### config.mk
export PLATFORM = sky130hd
export DESIGN_NAME = msic_scale
export DESIGN_NICKNAME = d
export VERILOG_FILES = /design/src/rtl/core/msic_pkg.sv /design/src/rtl/core/msic_scale.sv
export SDC_FILE = /design/constraint.sdc
export NUM_CORES = 1
export LEC_CHECK = 0
export BUFFER_PORTS_ARGS = -buffer_cell sky130_fd_sc_hd__buf_2
export CAP_MARGIN = 20
export CELL_PAD_IN_SITES_DETAIL_PLACEMENT = 0
export CELL_PAD_IN_SITES_GLOBAL_PLACEMENT = 1
export CORE_ASPECT_RATIO = 1.2
export CORE_UTILIZATION = 35
export CTS_CLUSTER_DIAMETER = 50
export DETAILED_ROUTE_END_ITERATION = 10
export PLACE_DENSITY = 0.7
export SETUP_SLACK_MARGIN = 0.2
export SLEW_MARGIN = 30
export SYNTH_ARGS = -nofsm -noshare
export SYNTH_HDL_FRONTEND = slang
export SYNTH_SLANG_ARGS = --single-unit
### constraint.sdc
create_clock -name clk_i -period 6.6 [get_ports clk_i]
set_input_delay 0 -clock clk_i [delete_from_list [all_inputs] [get_ports clk_i]]
set_output_delay 0 -clock clk_i [all_outputs]
set_load 0.02 [all_outputs]
### src/rtl/core/msic_pkg.sv
`timescale 1ns / 1ps

package msic_pkg;

  localparam int unsigned SampleW = 16;
  localparam int unsigned DiffW   = SampleW + 1;
  localparam int unsigned FactorW = 16;
  localparam int unsigned ScaledW = 32;
  localparam int unsigned CoefW   = 16;
  localparam int unsigned ProdW   = CoefW + ScaledW;
  localparam int unsigned AccW    = ProdW + 2;
  localparam int unsigned FracDrop = 16;
  localparam int unsigned ShiftW  = AccW - FracDrop;
  localparam int unsigned FieldW  = 32;
  localparam int unsigned RowW    = 3 * CoefW;
  localparam int unsigned GainCodeW = 3;
  localparam int unsigned CfgIdxW = 3;
  localparam int unsigned CfgDataW = RowW;
  localparam int unsigned Axes    = 3;

  localparam logic [FactorW-1:0] UnityQ12 = 16'd4096;

  typedef enum logic [CfgIdxW-1:0] {
    CFG_OFFSET_X    = 3'd0,
    CFG_OFFSET_Y    = 3'd1,
    CFG_OFFSET_Z    = 3'd2,
    CFG_MATRIX_ROW0 = 3'd3,
    CFG_MATRIX_ROW1 = 3'd4,
    CFG_MATRIX_ROW2 = 3'd5,
    CFG_GAIN_CODE   = 3'd6
  } cfg_idx_e;

  localparam logic [RowW-1:0] Row0Reset = 48'h0000_0000_1000;
  localparam logic [RowW-1:0] Row1Reset = 48'h0000_1000_0000;
  localparam logic [RowW-1:0] Row2Reset = 48'h1000_0000_0000;
  localparam logic [GainCodeW-1:0] GainCodeReset = 3'd1;

  typedef struct packed {
    logic en_mul;
    logic en_out;
  } lane_ctrl_t;

  // counts-to-milligauss gain per range code, unsigned Q4.12
  function automatic logic [FactorW-1:0] gain_q12(input logic [GainCodeW-1:0] code);
    logic [FactorW-1:0] g;
    case (code)
      3'd0:    g = 16'd299;
      3'd1:    g = 16'd3768;
      3'd2:    g = 16'd4997;
      3'd3:    g = 16'd6226;
      3'd4:    g = 16'd9298;
      3'd5:    g = 16'd10486;
      3'd6:    g = 16'd12411;
      3'd7:    g = 16'd17818;
      default: g = 16'd0;
    endcase
    return g;
  endfunction

endpackage

### src/rtl/core/msic_scale.sv
`timescale 1ns / 1ps

module msic_scale import msic_pkg::*; (
  input  logic                      clk_i,
  input  logic                      en_i,
  input  logic                      func_i,
  input  logic [GainCodeW-1:0]      gain_code_i,
  input  logic signed [SampleW-1:0] sample_i,
  input  logic signed [SampleW-1:0] offset_i,
  output logic signed [ScaledW-1:0] scaled_o
);

  logic signed [DiffW-1:0]     diff;
  logic [FactorW-1:0]          factor;
  logic signed [DiffW+FactorW:0] prod;
  logic signed [ScaledW-1:0]   scaled_q;

  assign diff   = DiffW'(sample_i) - DiffW'(offset_i);
  assign factor = func_i ? gain_q12(gain_code_i) : UnityQ12;
  assign prod   = (DiffW+FactorW+1)'(diff) * $signed({1'b0, factor});

  // magnitude stays below 2^31 for every code, so the top bits are sign copies
  always_ff @(posedge clk_i) begin
    if (en_i) begin
      scaled_q <= prod[ScaledW-1:0];
    end
  end

  assign scaled_o = scaled_q;

endmodule

==> results.ini <==
[run_status]
status = finished, final reports clean

[sta]
period_minus_slack_ns = 6.569
slew_viol_final = 0
relSlewSlack_pct = 43.32
finalHoldViolations = 0
worst_pin_slew_ns = 0.8503
max_freq_mhz = 152.2
rsz0062_at_grt = yes
fin_hold_ws_ns = 0.2778
worst_slack_ns = 0.03099
setup_viol_count_final = 0
period_share_pct = 99.53

[setup_path]
cpMaxStageDelayCell = fa_2
critPathLaunchType = primary input
critPathRequiredTime_ns = 6.73
critPathMaxFanout = 6
cpMostUsedCell = fa_1
cp-endpoint = scaled_o[22]
cp-end-kind = register
worstSetupPathType = in -> reg
arrival_ns = 6.70
cp_slowest_stage_delay_ns = 0.59
critPathLaunch = sample_i[6]

[clock_network]
clkTransAtPathRegs_ns = 0.06
hold_buffers = 0
root_buffer = clkbuf_16
cts.sink_count = 32
htreeDepth = 2
cts_tree = yes
cts_buffers = 5
clock_path_buffers = 2

[final_layout]
layout_common_cells = inv_1, fa_1, buf_4
final_cells = 2095
num_antenna_cells = 0
drive_gt1_share_pct = 27.78
areaGrowthSynthToFinish_pct = 29.66
final_util_pct = 46.48
fin_nets = 2034
layout_commonest_cell = inv_1
largest_reg_flops = 32

[routing]
post_drt_via_cell_ratio = 4.756
vias = 9963
postRouteAntennaNets = 0
routed_wl_mm = 32.52
wl_per_cell_um = 15.52
drc = 0
dr.first_iter.drc_count = 411
drt-pass1-iter-count = 7

[floorplanning]
die_area_sq_um = 34980
core_region_area_sq_um = 33430
io_pins = 70
die_w_um = 170.9
start_util_pct = 35.84
die_h_um = 204.7
rows = 73

[synth]
synth-edff-count = 32
synthAdderAreaFrac_pct = 52.35
synth_compound_area_share_pct = 7.716
synthTopCellsByArea = fa_1, inv_1, ha_1, edfxtp_1, nand2_1
yosysTopAreaCell = fa_1
ys.flop_type = edfxtp_1
synth_top_family_by_area = adder cells
synth_cell_types = 55
synth_xor_xnor_area_share_pct = 4.229
synthMuxAreaShare_pct = 0.2610
async_flop_share_pct = 0
yosys_warnings = 0
seq_area_frac_synth_pct = 8.019
synthSimpleGateAreaFrac_pct = 14.18
syn-instance-count = 1375
syn_nets = 1765
syn_area_per_cell_sq_um = 8.715
syn-cell-area_sq_um = 11980
synth_top_area_share_pct = 41.60
synth-seq-cells = 32

[global_routing]
grt-ovfl-total = 0
grt_pass1_vias = 11150
grt_max_degree = 33
antenna_found_initial = 0
grt_first_pass_wirelength_mm = 54.54
grt_use_total_pct = 20.30

[place]
dpl_worst_slack_ns = -0.5611
hpwl_mm = 27.31
io_buffers = 69
placedCellCount = 2039
gp_congestion = 0.9004

[job]
maxCapViolCount = 0

[hold_path]
hp-class = in -> reg

-- metrics by stage --
step | instance area (sq um) | TNS [ns]
after CTS | 15210 | 0
after global routing | 15540 | -0.9944
after floorplan | 12280 | 0
after global placement | 14360 | -4.908
after detailed placement | 14360 | -5.990
final | 15540 | 0
-- worst min path at each step --
stage | from | end | slack, ns | depth (start not counted)
final | offset_i[0] | scaled_o[0] | 0.28 | 3
after global routing | offset_i[0] | scaled_o[0] | 0.30 | 3
after detailed placement | scaled_o[11] | scaled_o[11] | 0.44 | 1
after global placement | scaled_o[6] | scaled_o[6] | 0.45 | 1
after CTS | offset_i[0] | scaled_o[0] | 0.27 | 3
after floorplan | en_i | scaled_o[0] | 0.11 | 0
-- worst max-delay path, delay by kind of cell --
family          cells  cell delay [ns]
compound gates      9             1.61
buf+inv             8             0.67
simple gates        3             0.80
fa+ha+maj           8             3.60
-- cells in the mapped netlist, drive strengths merged (2+ instances only) --
| cell | instances |
|---|---|
| a21oi | 36 |
| a31oi | 12 |
| nand2 | 161 |
| nor2 | 82 |
| inv | 371 |
| nor3b | 2 |
| or3 | 6 |
| o311ai | 4 |
| and3 | 19 |
| a21o | 18 |
| a22oi | 3 |
| o21ai | 33 |
| clkbuf | 31 |
| and2 | 27 |
| o21bai | 3 |
| o311a | 2 |
| o21a | 11 |
| a21boi | 2 |
| nand2b | 13 |
| ha | 103 |
| nand3b | 3 |
| o211ai | 3 |
| buf | 13 |
| nand3 | 28 |
| xor2 | 19 |
| nor2b | 16 |
| mux2i | 2 |
| edfxtp | 32 |
| a211oi | 6 |
| or2 | 3 |
| nor3 | 9 |
| nand4 | 4 |
| xnor2 | 38 |
| fa | 249 |
| a31o | 2 |
-- per-layer routing --
metal | routed length (um) | vias to the layer above | track usage [%]
met5 | 0 | - | 0
met4 | 957 | 0 | 6.569
met3 | 1200 | 52 | 1.855
met2 | 18100 | 185 | 40.12
met1 | 12270 | 5065 | 22.36
li1 | - | 4661 | -
-- repair_timing --
item	4_1_cts	5_1_grt
resized for setup	81	63
setup endpoints to repair	16	19
pin swaps	91	51
buffers inserted	36	12
-- cell type report --
cell class	count	area [sq um]
fill	3332	17890
multi-input combinational	928	10180
timing repair buffer	306	2258
inverter	371	1408
sequential	32	960.9
tap	450	563.0
clock buffer	5	125.1
clock inverter	3	46.29
-- kinds of logic (layout without fill, tap and decap cells) --
family          count (synthesis)  count (layout)
compound gates                142             142
xor+xnor                       57              57
fa+ha+maj                     352             352
buf+inv                       415             685
flops                          32              32
mux                             3               3
simple gates                  374             374
Power is not shown: default switching activity piles up to over one toggle a cycle in this logic, so the estimate is an artifact.
