--- src/rtl/core/msic_pkg.sv ---
`timescale 1ns / 1ps

package msic_pkg;

  localparam int unsigned SampleW = 16;
  localparam int unsigned DiffW   = SampleW + 1;
  localparam int unsigned FactorW = 16;
  localparam int unsigned ScaledW = 32;
  localparam int unsigned CoefW   = 16;
  localparam int unsigned ProdW   = CoefW + ScaledW;
  localparam int unsigned AccW    = ProdW + 2;
  localparam int unsigned FracDrop = 16;
  localparam int unsigned ShiftW  = AccW - FracDrop;
  localparam int unsigned FieldW  = 32;
  localparam int unsigned RowW    = 3 * CoefW;
  localparam int unsigned GainCodeW = 3;
  localparam int unsigned CfgIdxW = 3;
  localparam int unsigned CfgDataW = RowW;
  localparam int unsigned Axes    = 3;

  localparam logic [FactorW-1:0] UnityQ12 = 16'd4096;

  typedef enum logic [CfgIdxW-1:0] {
    CFG_OFFSET_X    = 3'd0,
    CFG_OFFSET_Y    = 3'd1,
    CFG_OFFSET_Z    = 3'd2,
    CFG_MATRIX_ROW0 = 3'd3,
    CFG_MATRIX_ROW1 = 3'd4,
    CFG_MATRIX_ROW2 = 3'd5,
    CFG_GAIN_CODE   = 3'd6
  } cfg_idx_e;

  localparam logic [RowW-1:0] Row0Reset = 48'h0000_0000_1000;
  localparam logic [RowW-1:0] Row1Reset = 48'h0000_1000_0000;
  localparam logic [RowW-1:0] Row2Reset = 48'h1000_0000_0000;
  localparam logic [GainCodeW-1:0] GainCodeReset = 3'd1;

  typedef struct packed {
    logic en_mul;
    logic en_out;
  } lane_ctrl_t;

  // counts-to-milligauss gain per range code, unsigned Q4.12
  function automatic logic [FactorW-1:0] gain_q12(input logic [GainCodeW-1:0] code);
    logic [FactorW-1:0] g;
    case (code)
      3'd0:    g = 16'd299;
      3'd1:    g = 16'd3768;
      3'd2:    g = 16'd4997;
      3'd3:    g = 16'd6226;
      3'd4:    g = 16'd9298;
      3'd5:    g = 16'd10486;
      3'd6:    g = 16'd12411;
      3'd7:    g = 16'd17818;
      default: g = 16'd0;
    endcase
    return g;
  endfunction

endpackage

--- src/rtl/core/msic_lane.sv ---
`timescale 1ns / 1ps

module msic_lane import msic_pkg::*; (
  input  logic                      clk_i,
  input  lane_ctrl_t                ctrl_i,
  input  logic [RowW-1:0]           row_i,
  input  logic signed [ScaledW-1:0] scaled_i [Axes],
  output logic signed [FieldW-1:0]  field_o,
  output logic                      clip_o
);

  logic signed [ProdW-1:0]  prod_q [Axes];
  logic signed [AccW-1:0]   acc;
  logic signed [ShiftW-1:0] shifted;
  logic signed [FieldW-1:0] field_d, field_q;
  logic                     clip_d, clip_q;

  for (genvar j = 0; j < Axes; j++) begin : g_mul
    always_ff @(posedge clk_i) begin
      if (ctrl_i.en_mul) begin
        prod_q[j] <= $signed(row_i[j*CoefW +: CoefW]) * scaled_i[j];
      end
    end
  end

  assign acc     = AccW'(prod_q[0]) + AccW'(prod_q[1]) + AccW'(prod_q[2]);
  // arithmetic shift floors toward minus infinity
  assign shifted = ShiftW'(acc >>> FracDrop);

  always_comb begin
    if (shifted > ShiftW'(signed'({1'b0, {(FieldW-1){1'b1}}}))) begin
      field_d = {1'b0, {(FieldW-1){1'b1}}};
      clip_d  = 1'b1;
    end else if (shifted < -(ShiftW'(signed'({1'b0, 1'b1, {(FieldW-1){1'b0}}})))) begin
      field_d = {1'b1, {(FieldW-1){1'b0}}};
      clip_d  = 1'b1;
    end else begin
      field_d = shifted[FieldW-1:0];
      clip_d  = 1'b0;
    end
  end

  always_ff @(posedge clk_i) begin
    if (ctrl_i.en_out) begin
      field_q <= field_d;
      clip_q  <= clip_d;
    end
  end

  assign field_o = field_q;
  assign clip_o  = clip_q;

endmodule
--- config.mk ---
export PLATFORM = sky130hd
export DESIGN_NAME = msic_lane
export DESIGN_NICKNAME = d
export VERILOG_FILES = /design/src/rtl/core/msic_pkg.sv /design/src/rtl/core/msic_lane.sv
export SDC_FILE = /design/constraint.sdc
export NUM_CORES = 2
export LEC_CHECK = 0
export BUFFER_PORTS_ARGS = -buffer_cell sky130_fd_sc_hd__buf_4
export CAP_MARGIN = 10
export CORE_MARGIN = 2
export CORE_UTILIZATION = 55
export CTS_CLUSTER_DIAMETER = 150
export DETAILED_ROUTE_END_ITERATION = 8
export GPL_TIMING_DRIVEN = 0
export PLACE_DENSITY = 0.75
export SKIP_LAST_GASP = 1
export SLEW_MARGIN = 20
export SYNTH_ARGS = -nofsm -noshare
export SYNTH_HDL_FRONTEND = slang
export SYNTH_SLANG_ARGS = --single-unit
--- constraint.sdc ---
create_clock -name clk_i -period 6.9 [get_ports clk_i]
set_clock_uncertainty 0.05 [all_clocks]
set_input_delay 1.38 -clock clk_i [delete_from_list [all_inputs] [get_ports clk_i]]
set_output_delay 1.38 -clock clk_i [all_outputs]
set_load 0.02 [all_outputs]
==> run_results.csv <==
group,metric,value,unit
run_status,status,"finished with violations",
run_status,failed_checks,"setup timing",
yosys,synth_seq_cells,177,
final_layout,nNetsFinal,9106,
worst_setup_path,reg2reg_depth,13,
floorplanning,rows,122,
final_layout,multi_input_area,51500,µm²
sta,fin_hold_ws,0.963,ns
routing,drt_wl_total,191000,µm
worst_setup_path,crit_fanout,10,
yosys,ys_types,76,
worst_setup_path,cpPeakStageDelay,0.62,ns
global_route,grt_max_degree,81,
worst_setup_path,required,7.08,ns
sta,final.min_clock_period,7.46,ns
floorplanning,die_y,339,µm
worst_setup_path,cp_top_family,"adder cells",
routing,drcViolationCount,0,
yosys,synth_area_leader_cell,"fa_1",
routing,wl_per_cell,22.3,µm
worst_setup_path,critPathSlowestCell,"fa_2",
yosys,synth_area_leaders,"fa_1 (49%), inv_1 (10%), edfxtp_1 (8.6%)",
final_layout,layoutNonFillerInstCount,8567,
clock_network,insertion_delay,0.45,ns
global_route,gr-total-overflow,0,
yosys,ys_seq_area_frac,0.0861,
yosys,synthCells,6612,
global_route,grtUsageTotal,0.337,
routing,ant_nets,0,
sta,tightest_slew,1.09,ns
global_route,grt_pass1_vias,50806,
routing,drtIter0Drc,3861,
clock_network,h-tree-depth,4,
sta,rsz0062_at_grt,"true",
clock_network,cts_buffers,17,
yosys,ys_warn_count,0,
sta,maxSlewViolCount,0,
clock_network,cts.path.max_buffers,2,
floorplanning,initial_core_util,0.556,
global_route,grt_pass1_wl,294000,µm
place,gp_congestion,1.01,
flow_run,cap_violations,0,
clock_network,cts_tree,"yes",
clock_network,hold_buffers,0,
yosys,synth_top_area_share,0.488,
final_layout,fillerInstances,8517,
yosys,async_flop_share,0,
yosys,synth_flop_cell,"edfxtp_1",
clock_network,clk_pin_slew,0.07,ns
worst_setup_path,cp_num_cells,23,
worst_setup_path,arrival,7.64,ns
yosys,synth_edf_count,177,
worst_setup_path,startpoint_type,"input pin",
worst_hold_path,min_path_cells,4,
yosys,avgSynthCellArea,9.33,µm²
routing,routed_via_density,5.57,
sta,fmax,0.134,GHz
sta,relSlewSlack,0.273,
place,dpl.cell_count,8280,
worst_hold_path,hold_class,"reg2reg",
sta,hold_violations,0,
floorplanning,dieArea,115000,µm²
sta,period_share,1.08,
final_layout,area_growth,19.7,%
place,numPortBuffers,179,
yosys,synthesis.area,61700,µm²
sta,setup_viol,42,
worst_setup_path,cp_num_buf_inv,7,
yosys,synth_nets,8654,
final_layout,drive_gt1_frac,0.167,
floorplanning,ioPinCount,180,
routing,firstDrtPassIters,6,
clock_network,root_buffer,"clkbuf_16",
sta,fin_setup_tns,-10.85,ns
worst_setup_path,path_class,"in2reg",
final_layout,regArea,5320,µm²
worst_setup_path,cp-end-kind,"flop",
clock_network,cts.sinks,177,
routing,vias,47686,
floorplanning,die_w,339,µm
worst_setup_path,cp_cell_sequence,"buf_4 -> clkbuf_16 -> nand2_1 -> fa_1 -> fa_2 -> fa_2 -> inv_1 -> fa_2 -> fa_1 -> inv_1 -> fa_1 -> inv_1 -> ha_4 -> nand4_1 -> a32o_2 -> a31oi_4 -> o211ai_1 -> buf_4 -> a2111oi_4 -> buf_6 -> o21ai_4 -> a311oi_4 -> xor2_4",
global_route,grt_antenna_before_repair,9,
sta,setup_slack,-0.563,ns
floorplanning,core-area,111000,µm²
place,hpwl,154000,µm
## registers in the layout, indices dropped and copies added, names as in the netlist
name,flops
prod_q,144
clip_o,1
field_o,32
## cells by family (layout without fill, tap and decap cells)
logic type / after synthesis / after routing / synth area share
other cells: 0 / 2 / 0
xor+xnor: 174 / 174 / 0.0247
compound gates: 539 / 539 / 0.0577
buf+inv: 1929 / 2394 / 0.118
mux: 3 / 3 / 0.000487
simple gates: 1895 / 1895 / 0.146
flops: 177 / 177 / 0.0861
fa+ha+maj: 1895 / 1895 / 0.567
## cell usage after synthesis, drive strengths merged (3+ instances only)
cell and number:
xor2 50, edfxtp 177, or3 4, o31ai 12
nand2b 36, a31o 4, fa 1505, a211o 7
inv 1662, nor2 169, a21o 96, o21ai 112
or2 3, and2 608, o2111ai 7, o211ai 17
nand4 18, o21a 25, o21bai 20, nand3 39
mux2i 3, a21boi 7, ha 390, buf 13
a21oi 148, nand2 941, a311oi 5, a31oi 23
clkbuf 253, nor2b 16, nor3 30, a2111oi 5
a221oi 8, and3 17, xnor2 124, a211oi 21
nor4 5
## worst register-to-register path: cells and delay by family (launching register included)
family          cells  cell delay (ns)
compound gates      9             2.70
fa+ha+maj           2             0.83
buf+inv             1             0.19
flops               1             0.50
simple gates        1             0.21
## layout make-up
type / instances / area share
well taps: 1488 / 0.0252
flip-flops and latches: 177 / 0.0720
diodes: 2 / 0.0000677
clock inverters: 15 / 0.00273
plain buffers: 255 / 0.0521
multi-input cells: 4506 / 0.698
inverters: 1663 / 0.0850
clock buffers: 17 / 0.00576
repair buffers: 444 / 0.0597
## cell usage in the layout, fill, tap and decap left out, types with 23 or more instances in the layout
cell and n:
inv_1 1596, fa_1 1432, nand2_1 897, and2_1 564, ha_1 334, buf_4 310, edfxtp_1 177, nor2_1 150
clkbuf_16 109, xnor2_1 109, a21oi_1 105, a21o_1 94, buf_6 82, fa_2 73, o21ai_0 69, inv_2 63
clkbuf_8 53, xor2_1 46, ha_4 46, buf_12 45, and2_4 44, buf_8 44, nand3_1 35, nand2b_1 35
a21oi_2 34, nand2_2 31, nor3_1 27, o21ai_2 27, clkbuf_1 23, o21a_1 23
## what timing repair did
| action | CTS | global route |
|---|---|---|
| pin swaps | 200 | 241 |
| cloned | 12 | 3 |
| gates resized for setup | 838 | 374 |
| setup buffers | 166 | 86 |
| setup endpoints to repair | 78 | 59 |
## routing by layer
layer | vias to the layer above | share of wire | track usage
met1 | 24396 | 0.38 | 0.445
met4 | 10 | 0.059 | 0.157
met3 | 611 | 0.086 | 0.0582
met5 | - | 0.00030 | 0
li1 | 20376 | - | -
met2 | 2293 | 0.47 | 0.544
## stage by stage
stage / utilization / instance area, µm² / setup WS (ns)
after global routing: 0.666 / 73900 / -0.757
after detailed placement: 0.595 / 66000 / -2.39
after CTS: 0.649 / 72000 / -0.524
final: 0.666 / 73900 / -0.563
after global placement: 0.594 / 66000 / -2.42
after floorplan: - / 62800 / -0.236
## path summary, 6_finish.rpt
kind                                          startpoint                   endpoint  slack (ns)
worst min register to register  prod_q[0][135]$_DFFE_PP_  field_o[23]$_SDFFCE_PN1P_        0.96
worst max register to register  prod_q[0][107]$_DFFE_PP_   field_o[9]$_SDFFCE_PN1P_        2.09
worst max-delay path                        scaled_i[43]    prod_q[0][94]$_DFFE_PP_       -0.56
worst min-delay path            prod_q[0][135]$_DFFE_PP_  field_o[23]$_SDFFCE_PN1P_        0.96
Power is not shown: default switching activity piles up to over one toggle a cycle in this logic, so the estimate is an artifact.
